<file path="config.mk">
export PLATFORM = sky130hd
export DESIGN_NAME = ast_bounds
export DESIGN_NICKNAME = d
export VERILOG_FILES = /design/src/rtl/ast_bounds.sv
export SDC_FILE = /design/constraint.sdc
export NUM_CORES = 1
export LEC_CHECK = 0
export ABC_AREA = 1
export BUFFER_PORTS_ARGS = -buffer_cell sky130_fd_sc_hd__buf_4
export CORE_MARGIN = 4
export CORE_UTILIZATION = 46
export DETAILED_ROUTE_END_ITERATION = 10
export GPL_TIMING_DRIVEN = 0
export PLACE_DENSITY_LB_ADDON = 0.2
export SLEW_MARGIN = 20
export SYNTH_ARGS = -nofsm -noshare
export SYNTH_HDL_FRONTEND = slang
export SYNTH_SLANG_ARGS = --single-unit
</file>
<file path="constraint.sdc">
create_clock -name clk -period 3.4 [get_ports clk]
set_input_delay 0.34 -clock clk [delete_from_list [all_inputs] [get_ports clk]]
set_output_delay 0.34 -clock clk [all_outputs]
set_load 0.1 [all_outputs]
</file>
<file path="src/rtl/ast_bounds.sv">
// Address bounds and high-water count, with the span derived from them.
// No dependencies.
`timescale 1ns / 1ps

module ast_bounds #(
  parameter int ADDR_WIDTH = 32,
  parameter int IW         = 10,
  parameter int HW         = 11
) (
  input  logic                  clk,
  input  logic                  rst_n,
  input  logic                  upd,
  input  logic [IW-1:0]         idx,
  input  logic [ADDR_WIDTH-1:0] addr,
  input  logic [ADDR_WIDTH-1:0] size,
  output logic [HW-1:0]         high_water,
  output logic [ADDR_WIDTH:0]   span
);

  logic [ADDR_WIDTH-1:0] lowest_r, lowest_nxt;
  logic [ADDR_WIDTH:0]   highest_r, highest_nxt;
  logic [HW-1:0]         hw_r, hw_nxt;
  logic [ADDR_WIDTH:0]   end_addr;
  logic [HW-1:0]         idx_ext;

  always_comb begin
    end_addr    = {1'b0, addr} + {1'b0, size};
    idx_ext     = HW'(idx);
    lowest_nxt  = lowest_r;
    highest_nxt = highest_r;
    hw_nxt      = hw_r;
    if (upd) begin
      if (hw_r <= idx_ext) begin
        hw_nxt = idx_ext + HW'(1);
      end
      if (lowest_r > addr) begin
        lowest_nxt = addr;
      end
      if (highest_r < end_addr) begin
        highest_nxt = end_addr;
      end
    end
  end

  always_ff @(posedge clk) begin
    if (!rst_n) begin
      lowest_r  <= '1;
      highest_r <= '0;
      hw_r      <= '0;
    end else begin
      lowest_r  <= lowest_nxt;
      highest_r <= highest_nxt;
      hw_r      <= hw_nxt;
    end
  end

  assign high_water = hw_r;
  assign span = (highest_r > {1'b0, lowest_r}) ? (highest_r - {1'b0, lowest_r}) : '0;

endmodule

</file>
[Word-level counts from Yosys, hierarchy flattened]
Cells that the tools add are included.
Word-level totals
  bits in registers: 76
  input port bits: 77
  output and inout bits: 44
  word-level logic and storage cells: 14
Cells by class
  add/subtract/negate cells: 3
  $lt $le $gt $ge: 4
  multiplexer cells: 1
  reductions and logical operators: 3
Operator list (count)
  adder 32 x 32 -> 33 bit: 1
  greater-than comparator 33 x 32 -> 1 bit: 1
  < comparator 33 bit: 1
  two-way mux 33 bit: 1
  subtractor 33 x 32 -> 33 bit: 1
  greater-than comparator 32 bit: 1
  adder 10 x 1 -> 11 bit (second input constant): 1
  less-or-equal comparator 11 x 10 -> 1 bit: 1
  AND reduction 2 bit: 3

[Depth between registers and ports, before layout]
  depth in word-level cells: 3
  gate-level depth with buffers: 29
  gate-level depth less buffers: 27

[Worst setup path before layout]
No wires, ideal clock.
  path type: flip-flop to output port
  from: register highest_r[0]
  to: output span[18]
  arrival: 2.920 ns
  slack: 0.140 ns
  cell stages (with the launch flop): 14
  buffers on the path: 0
  cells stage by stage: dfxtp_1 inv_1 ha_1 inv_1 fa_1 nand3_1 nand2_1 nand2_1 nand2_1 a21oi_1 o21bai_1 nand2_1 nand2_1 nor2_1
Between the ends
  cells in the longest elaborated chain, start to end: 2
  elaborated cells between the ends (all ways): 3
  those cells by class: add/sub: 1; order compare: 1; mux: 1
Ends and longest elaborated chain
  start: declaration: line 21  | logic [ADDR_WIDTH:0] highest_r, highest_nxt;
  start signal: assignment: line 52  | highest_r <= highest_nxt;
  subtractor 33 x 32 -> 33 bit or greater-than comparator 33 x 32 -> 1 bit (tied branches): line 58  | assign span = (highest_r > {1'b0, lowest_r}) ? (highest_r - {1'b0, lowest_r}) : '0;
  two-way mux 33 bit *: line 58
  end: declaration: line 17  | output logic [ADDR_WIDTH:0] span
Every way passes the cells marked *; elsewhere a longest branch is shown, timed or not.

[Final worst setup path]
  from: input addr[0]
  to: register highest_r[27]
Between the ends
  cells in the longest elaborated chain, start to end: 3
Ends and longest elaborated chain
  start: declaration: line 14  | input logic [ADDR_WIDTH-1:0] addr,
  adder 32 x 32 -> 33 bit *: line 27  | end_addr = {1'b0, addr} + {1'b0, size};
  < comparator 33 bit: line 39  | if (highest_r < end_addr) begin
  AND reduction 2 bit (no source line)
Marked as above.
A chain may end at the register's enable or synchronous reset.

==> results.tsv <==
metric	value	unit
postLayoutCellArea	11700	um2
end_kind	flop	
synth_area_leaders	nand2_1, ha_1, dfxtp_1	
routed_wl	29.5	mm
cts_buffer_depth	2	
cp_slowest_cell	fa_2	
num-nets-final	2031	
ys_types	35	
insertion_delay	350	ps
area_growth	19.7	%
grt_overflow_total	0	
fin_util	0.567	
drt_iter0_drc	659	
yosys.area.top_type_share	0.201	
reg2reg_from	lowest_r[31]	
hold_viol_final	0	
hp-start	addr[4]	
hold_end	lowest_r[4]	
min_path_cells	3	
clk_pin_slew	60	ps
holdBufCountCts	0	
p_leak	6.78	nW
cts_sinks	76	
maxSlewViolCount	0	
dr.pass1.iters	6	
crit_fanout	6	
timing.final.ws_setup	143	ps
initial_core_util	0.474	
syn_nets	1889	
cp_slowest_stage_delay	370	ps
yosysWarnings	0	
placed_area	11000	um2
arrival	3500	ps
crit_required	3640	ps
skew	8.13	ps
async_flop_share	0	
synth_ff_type	dfxtp_1	
netlist_instances	1671	
synth_edf_count	0	
core	20600	um2
cts_buffers	9	
crit_family	simple AND/OR/NAND/NOR gates	
grt_start_max_net_pins	14	
grt_pass1_vias	9872	
critPathBufInv	7	
dp_hpwl	24.7	mm
place.gp.congestion	0.913	
routed_via_density	5.03	
num_antenna_cells	0	
core.rowCount	52	
yosysTopAreaCell	nand2_1	
port_buffers	119	
antenna_found_initial	0	
reg2reg_slack	1190	ps
rsz0062_at_grt	yes	
worstMarginPinSlew	629	ps
ys_top_cells_by_count	nand2_1, inv_1, nor2_1, ha_1, nand3_1	
tritoncts	built	
syn-cell-area	9740	um2
max_freq	307	MHz
path_cells	buf_4, ha_4, inv_1, fa_2, inv_2, nand3_1, nand3_2, nand2_1, nand2_2, buf_4, xor2_1, inv_1, ha_1, nand2_1, nor2_1, nand4_1, nor2_1, nand3_1, nand4_1, buf_6, clkbuf_16, nand2_1, nand2_1, nor2_1	
root_buffer	clkbuf_16	
min_path_type	input pin to flop	
vias	10500	
layout-drive-gt1-share	0.142	
htree_levels	3	
status	complete, no violations	
r2r_cells	11	
io_pins	121	
path_class	input pin to flop	
grtUsageTotal	0.243	
dieArea	23600	um2
syn_avg_cell_area	5.83	um2
start_kind	input pin	
cpMostUsedCell	nand2_1	
die_width	154	um
reg2reg_to	lowest_r[23]	
pre_cts_slack	-693	ps
period_needed	3260	ps
powerDensity	480	nW/um2
yosysMostFrequentCell	nand2_1	
irDropWorstVdd	230	uV
die_y	154	um
ant_nets	0	
wl_per_cell	14.1	um
yosysSeqAreaShare	0.156	
setup_viol	0	
synth-seq-cells	76	
slew_headroom	0.581	
grt_pass1_wl	47.2	mm
fin_crit_sh	0.958	
drv_cap	0	
drc	0	
-- power by group --
| group | switching, W | internal, W |
|---|---|---|
| clock network | 0.000425 | 0.000720 |
| logic | 0.00222 | 0.00106 |
| registers | 0.000144 | 0.00103 |
| total | 0.00278 | 0.00282 |
-- per-stage QoR --
| step | instances | setup TNS [ps] | total power [W] | hold slack (ps) |
|---|---|---|---|---|
| floorplan | 1671 | 0 | 0.00356 | 454 |
| global placement | 2060 | -20020 | 0.00428 | 471 |
| detailed placement | 2060 | -20870 | 0.00432 | 478 |
| CTS | 2080 | 0 | 0.00551 | 247 |
| global route | 2088 | -612 | 0.00602 | 275 |
| finish | 2088 | 0 | 0.00560 | 257 |
-- kinds of logic (layout without fill, tap and decap cells) --
| kind of cell | after synthesis | count (layout) | share of synthesized area |
|---|---|---|---|
| simple gates | 906 | 906 | 0.390 |
| buf+inv | 333 | 480 | 0.138 |
| compound gates | 175 | 175 | 0.0972 |
| fa+ha+maj | 141 | 141 | 0.183 |
| flops | 76 | 76 | 0.156 |
| xor+xnor | 40 | 40 | 0.0360 |
-- how the worst max path moves through the flow --
stage                  from            end  slack [ps]  depth (start not counted)
6_report            addr[0]  highest_r[27]         140                         24
5_1_grt             addr[0]  highest_r[29]         -60                         28
4_1_cts             addr[0]  highest_r[28]          20                         28
3_5_place_dp        addr[0]  highest_r[28]        -690                         28
3_3_place_gp        addr[0]  highest_r[27]        -660                         28
2_1_floorplan  highest_r[0]       span[18]         140                         13
-- state kept, by name (all words and copies together), names as in the netlist --
signal      flops
highest_r      33
lowest_r       32
high_water     11
-- layout make-up --
cell class                      count  area (um2)
Fill cell                        2163        8900
Buffer                             30         223
Inverter                          303        1140
Sequential cell                    76        1520
Tap cell                          270         338
Clock buffer                       10         229
Clock inverter                      6         113
Timing Repair Buffer              131         998
Multi-Input combinational cell   1262        7100
-- layout by cell type (no fill, tap or decap), drive strengths merged, types with 2 or more instances in the layout --
cell	Yosys	layout
a21o	10	10
a21oi	107	107
and2	2	2
and3	2	2
buf	16	144
bufinv	0	3
clkbuf	14	27
clkinv	1	4
dfxtp	76	76
fa	2	2
ha	139	139
inv	302	302
nand2	526	526
nand3	117	117
nand3b	10	10
nand4	22	22
nor2	209	209
nor3	15	15
o211ai	2	2
o21a	7	7
o21ai	41	41
o21bai	6	6
xnor2	17	17
xor2	23	23
-- timing repair --
item / in CTS / in global routing
endpoints found under the setup margin: 33 / 34
gates cloned: 1 / 1
setup buffers: 3 / 7
pin swaps: 3 / 17
resized for setup: 11 / 53
-- worst min-delay path, cell delays in order --
cell	delay, ps
buf_4	90
nand3_1	70
nand3_1	80
-- metal layers --
layer / GRT usage / up-vias / wire [um]
li1: - / 5537 / -
met1: 0.330 / 4642 / 13500
met2: 0.405 / 281 / 13500
met3: 0.0278 / 53 / 1770
met4: 0.0740 / 0 / 727
met5: 0 / - / 0
Power figures use the tool's default switching activity.
