File: src/rtl/ast_pkg.sv
// Shared types and constants for the allocation slot tracker.
// No dependencies.
`timescale 1ns / 1ps

package ast_pkg;

  localparam int OP_W = 2;

  typedef enum logic [OP_W-1:0] {
    OP_RECORD  = 2'd0,
    OP_UPDATE  = 2'd1,
    OP_RELEASE = 2'd2,
    OP_CLEAR   = 2'd3
  } op_t;

  typedef enum logic [2:0] {
    ST_INIT,
    ST_IDLE,
    ST_SCAN,
    ST_CLEAR,
    ST_DONE
  } state_t;

endpackage

File: src/rtl/ast_ctrl.sv
// Sequencer: slot scan, clear and reset sweeps, result register.
// Depends on ast_pkg; drives ast_slot_mem and ast_bounds.
`timescale 1ns / 1ps

module ast_ctrl #(
  parameter int SLOT_COUNT = 1024,
  parameter int ADDR_WIDTH = 32,
  parameter int IW         = 10,
  parameter int HW         = 11,
  parameter int IN_W       = 96,
  parameter int OUT_W      = 56
) (
  input  logic                       clk,
  input  logic                       rst_n,
  input  logic                       in_tvalid,
  output logic                       in_tready,
  input  logic [IN_W-1:0]            in_tdata,
  input  logic [ast_pkg::OP_W-1:0]   in_tuser,
  output logic                       out_tvalid,
  input  logic                       out_tready,
  output logic [OUT_W-1:0]           out_tdata,
  output logic                       mem_we,
  output logic [IW-1:0]              mem_waddr,
  output logic [ADDR_WIDTH-1:0]      mem_wdata,
  output logic                       mem_re,
  output logic [IW-1:0]              mem_raddr,
  input  logic [ADDR_WIDTH-1:0]      mem_rdata,
  output logic                       bnd_upd,
  output logic [IW-1:0]              bnd_idx,
  output logic [ADDR_WIDTH-1:0]      bnd_addr,
  output logic [ADDR_WIDTH-1:0]      bnd_size,
  input  logic [HW-1:0]              bnd_high_water,
  input  logic [ADDR_WIDTH:0]        bnd_span
);

  localparam logic [IW-1:0] LAST_IDX = IW'(SLOT_COUNT - 1);

  ast_pkg::state_t       state_r, state_nxt;
  logic [IW-1:0]         iss_r, iss_nxt;
  logic                  chk_vld_r, chk_vld_nxt;
  logic [IW-1:0]         chk_idx_r, chk_idx_nxt;
  logic                  out_vld_r, out_vld_nxt;
  logic [OUT_W-1:0]      out_data_r, out_data_nxt;
  ast_pkg::op_t          op_r, op_nxt;
  logic [ADDR_WIDTH-1:0] addr_r, addr_nxt;
  logic [ADDR_WIDTH-1:0] new_r, new_nxt;
  logic [ADDR_WIDTH-1:0] size_r, size_nxt;
  logic                  hit_r, hit_nxt;
  logic [IW-1:0]         idx_r, idx_nxt;
  logic [ADDR_WIDTH-1:0] key;
  logic                  match;
  logic                  zsize;
  logic                  in_xfer;
  logic                  iss_last;

  always_comb begin
    in_xfer  = in_tvalid && in_tready;
    iss_last = (iss_r == LAST_IDX);
    key      = (op_r == ast_pkg::OP_RECORD) ? '0 : addr_r;
    match    = (state_r == ast_pkg::ST_SCAN) && chk_vld_r && (mem_rdata == key);
    zsize    = ((op_r == ast_pkg::OP_RECORD) || (op_r == ast_pkg::OP_UPDATE)) &&
               (size_r == '0);
  end

  always_comb begin
    state_nxt    = state_r;
    iss_nxt      = iss_r;
    chk_vld_nxt  = chk_vld_r;
    chk_idx_nxt  = chk_idx_r;
    out_vld_nxt  = out_vld_r;
    out_data_nxt = out_data_r;
    op_nxt       = op_r;
    addr_nxt     = addr_r;
    new_nxt      = new_r;
    size_nxt     = size_r;
    hit_nxt      = hit_r;
    idx_nxt      = idx_r;
    in_tready    = 1'b0;
    mem_we       = 1'b0;
    mem_waddr    = iss_r;
    mem_wdata    = '0;
    mem_re       = 1'b0;
    mem_raddr    = iss_r;
    bnd_upd      = 1'b0;

    if (out_vld_r && out_tready) begin
      out_vld_nxt = 1'b0;
    end

    case (state_r)
      ast_pkg::ST_INIT: begin
        mem_we  = 1'b1;
        iss_nxt = iss_last ? '0 : iss_r + IW'(1);
        if (iss_last) begin
          state_nxt = ast_pkg::ST_IDLE;
        end
      end
      ast_pkg::ST_IDLE: begin
        in_tready = 1'b1;
        if (in_xfer) begin
          op_nxt      = ast_pkg::op_t'(in_tuser);
          addr_nxt    = in_tdata[ADDR_WIDTH-1:0];
          new_nxt     = in_tdata[2*ADDR_WIDTH-1:ADDR_WIDTH];
          size_nxt    = in_tdata[3*ADDR_WIDTH-1:2*ADDR_WIDTH];
          iss_nxt     = '0;
          chk_vld_nxt = 1'b0;
          hit_nxt     = 1'b0;
          idx_nxt     = '0;
          state_nxt   = (ast_pkg::op_t'(in_tuser) == ast_pkg::OP_CLEAR) ?
                        ast_pkg::ST_CLEAR : ast_pkg::ST_SCAN;
        end
      end
      ast_pkg::ST_SCAN: begin
        mem_re      = 1'b1;
        iss_nxt     = iss_last ? '0 : iss_r + IW'(1);
        chk_vld_nxt = 1'b1;
        chk_idx_nxt = iss_r;
        if (match) begin
          mem_we    = 1'b1;
          mem_waddr = chk_idx_r;
          case (op_r)
            ast_pkg::OP_RECORD: mem_wdata = addr_r;
            ast_pkg::OP_UPDATE: mem_wdata = new_r;
            default:            mem_wdata = '0;
          endcase
          bnd_upd   = (op_r == ast_pkg::OP_RECORD);
          hit_nxt   = 1'b1;
          idx_nxt   = chk_idx_r;
          state_nxt = ast_pkg::ST_DONE;
        end else if (chk_vld_r && (chk_idx_r == LAST_IDX)) begin
          state_nxt = ast_pkg::ST_DONE;
        end
      end
      ast_pkg::ST_CLEAR: begin
        mem_we  = 1'b1;
        iss_nxt = iss_last ? '0 : iss_r + IW'(1);
        if (iss_last) begin
          state_nxt = ast_pkg::ST_DONE;
        end
      end
      ast_pkg::ST_DONE: begin
        if (!out_vld_r || out_tready) begin
          out_vld_nxt  = 1'b1;
          out_data_nxt = OUT_W'({bnd_span, bnd_high_water, zsize, hit_r, idx_r});
          state_nxt    = ast_pkg::ST_IDLE;
        end
      end
      default: begin
        state_nxt = ast_pkg::ST_IDLE;
      end
    endcase
  end

  always_ff @(posedge clk) begin
    if (!rst_n) begin
      state_r   <= ast_pkg::ST_INIT;
      iss_r     <= '0;
      chk_vld_r <= 1'b0;
      out_vld_r <= 1'b0;
    end else begin
      state_r   <= state_nxt;
      iss_r     <= iss_nxt;
      chk_vld_r <= chk_vld_nxt;
      out_vld_r <= out_vld_nxt;
    end
  end

  always_ff @(posedge clk) begin
    chk_idx_r  <= chk_idx_nxt;
    out_data_r <= out_data_nxt;
    op_r       <= op_nxt;
    addr_r     <= addr_nxt;
    new_r      <= new_nxt;
    size_r     <= size_nxt;
    hit_r      <= hit_nxt;
    idx_r      <= idx_nxt;
  end

  assign out_tvalid = out_vld_r;
  assign out_tdata  = out_data_r;
  assign bnd_idx    = chk_idx_r;
  assign bnd_addr   = addr_r;
  assign bnd_size   = size_r;

endmodule

File: config.mk
export PLATFORM = sky130hd
export DESIGN_NAME = ast_ctrl
export DESIGN_NICKNAME = d
export VERILOG_FILES = /design/src/rtl/ast_pkg.sv /design/src/rtl/ast_ctrl.sv
export SDC_FILE = /design/constraint.sdc
export NUM_CORES = 1
export LEC_CHECK = 0
export ABC_AREA = 1
export BUFFER_PORTS_ARGS = -buffer_cell sky130_fd_sc_hd__buf_2
export CAP_MARGIN = 20
export CELL_PAD_IN_SITES_DETAIL_PLACEMENT = 2
export CELL_PAD_IN_SITES_GLOBAL_PLACEMENT = 2
export CORE_ASPECT_RATIO = 0.5
export CORE_MARGIN = 2
export CORE_UTILIZATION = 30
export DETAILED_ROUTE_END_ITERATION = 6
export GPL_TIMING_DRIVEN = 0
export PLACE_DENSITY = 0.84
export SLEW_MARGIN = 25
export SYNTH_ARGS = -nofsm -noshare
export SYNTH_HDL_FRONTEND = slang
export SYNTH_SLANG_ARGS = --single-unit
File: constraint.sdc
create_clock -name clk -period 18.5 [get_ports clk]
set_input_delay 1.85 -clock clk [delete_from_list [all_inputs] [get_ports clk]]
set_output_delay 1.85 -clock clk [all_outputs]
set_load 0.005 [all_outputs]
Yosys cells after proc, flatten, opt, wreduce, memory -nomap -nowiden
Cells that the tools add are included.
{"block": "totals", "register_bits": 190, "output_inout_bits": 187, "word_cells": 82}
{"block": "classes", "add_sub_neg": 1, "n_eq_ne": 15, "n_mux": 32, "n_reduce_logical": 22}
{"cell": "two-way mux 32 bit", "count": 3}
{"cell": "case mux 32 bit (2 select lines)", "count": 1}
{"cell": "two-way mux 10 bit", "count": 5}
{"cell": "case mux 10 bit (2 select lines)", "count": 2}
{"cell": "== test 32 bit", "count": 1}
{"cell": "zero test 32 bit", "count": 1}
{"cell": "== test 10 bit (second input constant)", "count": 2}
{"cell": "two-way mux 3 bit", "count": 6}
{"cell": "case mux 3 bit (5 select lines)", "count": 1}
{"cell": "two-way mux 1 bit", "count": 11}
{"cell": "adder 10 x 1 -> 10 bit (second input constant)", "count": 1}
{"cell": "inequality test 2 bit (second input constant)", "count": 5}
{"cell": "AND reduction 2 bit", "count": 4}
{"cell": "== test 3 x 2 -> 1 bit (second input constant)", "count": 2}
{"cell": "logical AND 1 bit", "count": 6}
{"cell": "case mux 1 bit (2 select lines)", "count": 3}
{"cell": "AND reduction 5 bit", "count": 1}
{"cell": "nonzero test 2 bit", "count": 2}
{"cell": "== test 3 x 1 -> 1 bit (second input constant)", "count": 1}
{"cell": "== test 3 bit (second input constant)", "count": 1}
{"cell": "zero test 3 bit", "count": 1}
{"cell": "inequality test 3 x 2 -> 1 bit (second input constant)", "count": 1}
{"cell": "AND reduction 3 bit", "count": 1}
{"cell": "OR reduction 3 bit", "count": 1}
{"cell": "6 further kinds", "count": 7}

Logic depth before layout (Yosys ltp)
{"block": "depth", "ltp_word": 6, "mapped_depth": 16, "mapped_depth_nobuf": 14}

Least setup slack after synthesis
Ideal clock, no wire load.
{"block": "synth_path", "kind": "input -> register", "from": "in in_tvalid", "to": "reg iss_r[8] (netlist: mem_raddr[8])", "arrival_time_ps": 7375, "required_ps": 18383, "setup_slack_ps": 11008, "path_stages": 7, "path_buffers": 0, "path_cell_list": "inv_1 -> nor2_1 -> nor2_1 -> nor3_1 -> nand2_1 -> o21bai_1 -> a21oi_1"}
{"block": "synth_via", "elab_chain_len": 3}
{"element": "from (decl)", "line_no": "ast_ctrl.sv:15", "text": "input logic in_tvalid,"}
{"element": "logical AND 1 bit", "line_no": "ast_ctrl.sv:57", "text": "in_xfer = in_tvalid && in_tready;"}
{"element": "inequality test 2 bit (no source line)"}
{"element": "AND reduction 2 bit (no source line)"}
{"element": "to (signal assigned)", "line_no": "ast_ctrl.sv:162", "text": "iss_r <= iss_nxt;"}
{"element": "to (decl)", "line_no": "ast_ctrl.sv:39", "text": "logic [IW-1:0] iss_r, iss_nxt;"}
Every way passes these cells.
A chain may end at the register's enable or synchronous reset.

Final worst setup path
{"block": "layout_path", "from": "in mem_rdata[18]", "to": "out mem_wdata[22]"}
{"block": "layout_via", "elab_chain_len": 4}
{"element": "from (decl)", "line_no": "ast_ctrl.sv:27", "text": "input logic [ADDR_WIDTH-1:0] mem_rdata,"}
{"element": "== test 32 bit", "line_no": "ast_ctrl.sv:60", "text": "match = (state_r == ast_pkg::ST_SCAN) && chk_vld_r && (mem_rdata == key);"}
{"element": "logical AND 1 bit", "line_no": "ast_ctrl.sv:60"}
{"element": "two-way mux 32 bit", "line_no": "ast_ctrl.sv:118", "text": "if (match) begin"}
{"element": "two-way mux 32 bit", "line_no": "ast_ctrl.sv:90", "text": "case (state_r)"}
{"element": "to (decl)", "line_no": "ast_ctrl.sv:24", "text": "output logic [ADDR_WIDTH-1:0] mem_wdata,"}
Every way passes these cells.

==> impl_metrics.env <==
export IMPL_p_comb_share_pct=15.3
export IMPL_die_width_um=227
export IMPL_dieArea_um2=26300
export IMPL_port_buffers=364
export IMPL_dp_hpwl_um=26000
export IMPL_ys_flop_type="edfxtp_1"
export IMPL_syn_nets=790
export IMPL_fin_skew_ns=0.00858
export IMPL_cts_buffers=17
export IMPL_switchingPower_uw=313
export IMPL_yosys_mux_area_fraction_pct=0
export IMPL_synthAdderAreaFrac_pct=0.167
export IMPL_relSlewSlack_pct=41.9
export IMPL_clockRootBuffer="clkbuf_16"
export IMPL_vdd_drop_max_mv=0.0687
export IMPL_arrival_ns=4.10
export IMPL_htree_levels=4
export IMPL_yosysSeqAreaShare_pct=74.4
export IMPL_grt_pass1_vias=7105
export IMPL_ctsResizeCount=0
export IMPL_path_cells="buf_2 -> a21o_1 -> nand2_1 -> nand2_1 -> nor2_1 -> nand3_1 -> nor2_4 -> inv_2 -> nor2_4 -> buf_4 -> nand2_1 -> nand2_1 -> buf_2"
export IMPL_drc=0
export IMPL_cp_data_required_time_ns=16.65
export IMPL_cpPeakStageDelay_ns=0.32
export IMPL_synthSimpleGateAreaFrac_pct=18.3
export IMPL_syn_area_um2=7470
export IMPL_worstSkewPairLatency_ns=0.45
export IMPL_p_int_uw=770
export IMPL_p_seq_share_pct=50.3
export IMPL_busiest_layer="met2"
export IMPL_worstPathMaxFanout=10
export IMPL_drv_slew=0
export IMPL_vias_per_cell=4.74
export IMPL_cts_hold_buf=0
export IMPL_wire_per_inst_um=24.2
export IMPL_power_leakage_uw=0.00459
export IMPL_min_period_over_period_pct=32.2
export IMPL_synth_top_cell_area_share_pct=70.3
export IMPL_cts_sinks=190
export IMPL_ys_top_cells_by_count="edfxtp_1, nand2_1, nand3_1, nor2_1, inv_1"
export IMPL_power_density_nw_per_um2=103
export IMPL_setup_tns_ns=0
export IMPL_fin_nets=1180
export IMPL_end_kind="output pin"
export IMPL_vias=6425
export IMPL_post_cts_buffers=0
export IMPL_routabilityCongestion=0.836
export IMPL_ant_nets=0
export IMPL_die_y_um=116
export IMPL_synth_area_leaders="edfxtp_1, nand2_1, dfxtp_1"
export IMPL_cp_slowest_cell="nor2_4"
export IMPL_antenna_found_initial=5
export IMPL_start_util_pct=30.8
export IMPL_synth_compound_area_share_pct=2.81
export IMPL_p_sw_share_pct=28.9
export IMPL_drv_cap=0
export IMPL_status="finished clean"
export IMPL_cts_buffer_depth=2
export IMPL_fmax_mhz=168
export IMPL_seq_area_um2=5560
export IMPL_num_io_pins=365
export IMPL_core_um2=24200
export IMPL_crit_top_cell="nand2_1"
export IMPL_fillers=2616
export IMPL_netlist_instances=611
export IMPL_firstDrtPassIters=4
export IMPL_rsz0062_at_grt="no"
export IMPL_hold_path_class="reg -> reg"
export IMPL_path_class="in -> out"
export IMPL_grtUsageMet2_pct=47.0
export IMPL_synth_xor_area_share_pct=0.821
export IMPL_start_kind="input port"
export IMPL_grt_max_degree=29
export IMPL_yosys_area_top_type="edfxtp_1"
export IMPL_num_rows=40
export IMPL_yosysWarnings=0
export IMPL_grt_total_usage_pct=24.8
export IMPL_multi_input_area_um2=1660
export IMPL_ys_ff_latch=190
export IMPL_grt_overflow=0
export IMPL_synthArstFlopShare_pct=0
export IMPL_wl_um=32800
export IMPL_synth_avg_cell_area_um2=12.2
export IMPL_cts_tree="done"
export IMPL_grt_pass1_wl_um=46200
export IMPL_min_period_ns=5.95
export IMPL_drive_above_1_share_pct=41.6
export IMPL_fin_cells=1355
export IMPL_critPathBufInv=4
export IMPL_setup_violations_final=0
export IMPL_placed_cells=1318
export IMPL_first_iter_violations=365
export IMPL_hold_viol=0
export IMPL_use_met1_pct=28.4
export IMPL_clk_pin_slew_ns=0.08
export IMPL_synth_edf_count=175
export IMPL_crit_family="simple AND/OR/NAND/NOR gates"
export IMPL_area_growth_pct=40.6
export IMPL_power_frac_clock_pct=34.5
export IMPL_synth_top_family_by_area="simple AND/OR/NAND/NOR gates"
export IMPL_worstMarginPinSlew_ns=0.871
export IMPL_synth_cell_types=32
export IMPL_grt_use_met3_pct=4.59
registers in the layout, summed over array words and instances (netlist names), 2 cells and up:
register and flops:
bnd_addr 32, bnd_idx 10, bnd_size 32, idx_r 10, mem_raddr 10, new_r 32, op_r 2, out_tdata 56
state_r 3
metrics by stage:
| stage | area (um2) | worst slack [ns] | power (uW) | hold WS, ns | utilization, % |
|---|---|---|---|---|---|
| 6_report | 10500 | 12.55 | 1080 | 0.433 | 43.4 |
| 5_1_grt | 10500 | 12.46 | 1130 | 0.434 | 43.4 |
| 4_1_cts | 10500 | 12.59 | 1090 | 0.434 | 43.3 |
| 3_5_place_dp | 9910 | 12.65 | 719 | 0.412 | 40.9 |
| 3_3_place_gp | 9710 | 8.36 | 696 | 0.403 | 40.1 |
| 2_1_floorplan | 7470 | 11.01 | 616 | 0.400 | - |
per-layer routing:
| layer | vias up | share of wire [%] |
|---|---|---|
| li1 | 2906 | - |
| met1 | 3323 | 39 |
| met2 | 148 | 55 |
| met3 | 46 | 3.5 |
| met4 | 2 | 2.0 |
| met5 | - | 0.040 |
area by class of cell:
class,count,share of cell area (%)
Antenna cell,5,0.119
Buffer,16,0.858
Clock buffer,17,4.05
Clock inverter,15,1.54
Inverter,47,1.68
Multi-Input combinational cell,358,15.8
Sequential cell,190,52.9
Tap cell,336,4.00
Timing Repair Buffer,371,19.0
final timing paths:
path,from,depth (start not counted),to,slack [ns]
max,mem_rdata[18],13,mem_wdata[22],12.55
min,idx_r[6]$_SDFFCE_PN0P_,0,out_tdata[6]$_DFFE_PP_,0.43
max reg2reg,state_r[1]$_SDFFE_PN0P_,10,idx_r[5]$_SDFFCE_PN0P_,15.25
min reg2reg,idx_r[6]$_SDFFCE_PN0P_,0,out_tdata[6]$_DFFE_PP_,0.43
kinds of logic after synthesis:
group                    after synthesis
AO/OA/AOI/OAI                         38
XOR/XNOR                               7
adder cells (fa/ha/maj)                1
buffers and inverters                 63
flip-flops                           190
AND/OR/NAND/NOR                      312
power groups by stage:
stage	Clock [uW]	Combinational, uW	Sequential (uW)
floorplan	0	66.5	550
global placement	0	139	557
detailed placement	0	166	553
CTS	380	167	544
global route	396	182	548
finish	373	166	544
cells in the final DEF, fill, tap and decap left out, types with 2 or more instances in the layout:
cell and n:
edfxtp_1 175, buf_4 7, inv_6 3, buf_2 367
nand3b_1 17, nor2_4 4, clkinv_8 2, a21oi_1 13
diode_2 5, o21ai_0 17, clkinvlp_4 6, nand3_1 45
dfxtp_1 15, inv_8 2, nand2_1 175, clkbuf_1 5
inv_1 43, clkbuf_16 17, nor2_1 43, buf_12 2
nor3_1 10, nor4_1 9, nand4_1 6, inv_2 3
o21bai_1 2, xor2_1 6, buf_16 5
Power figures use the tool's default switching activity.
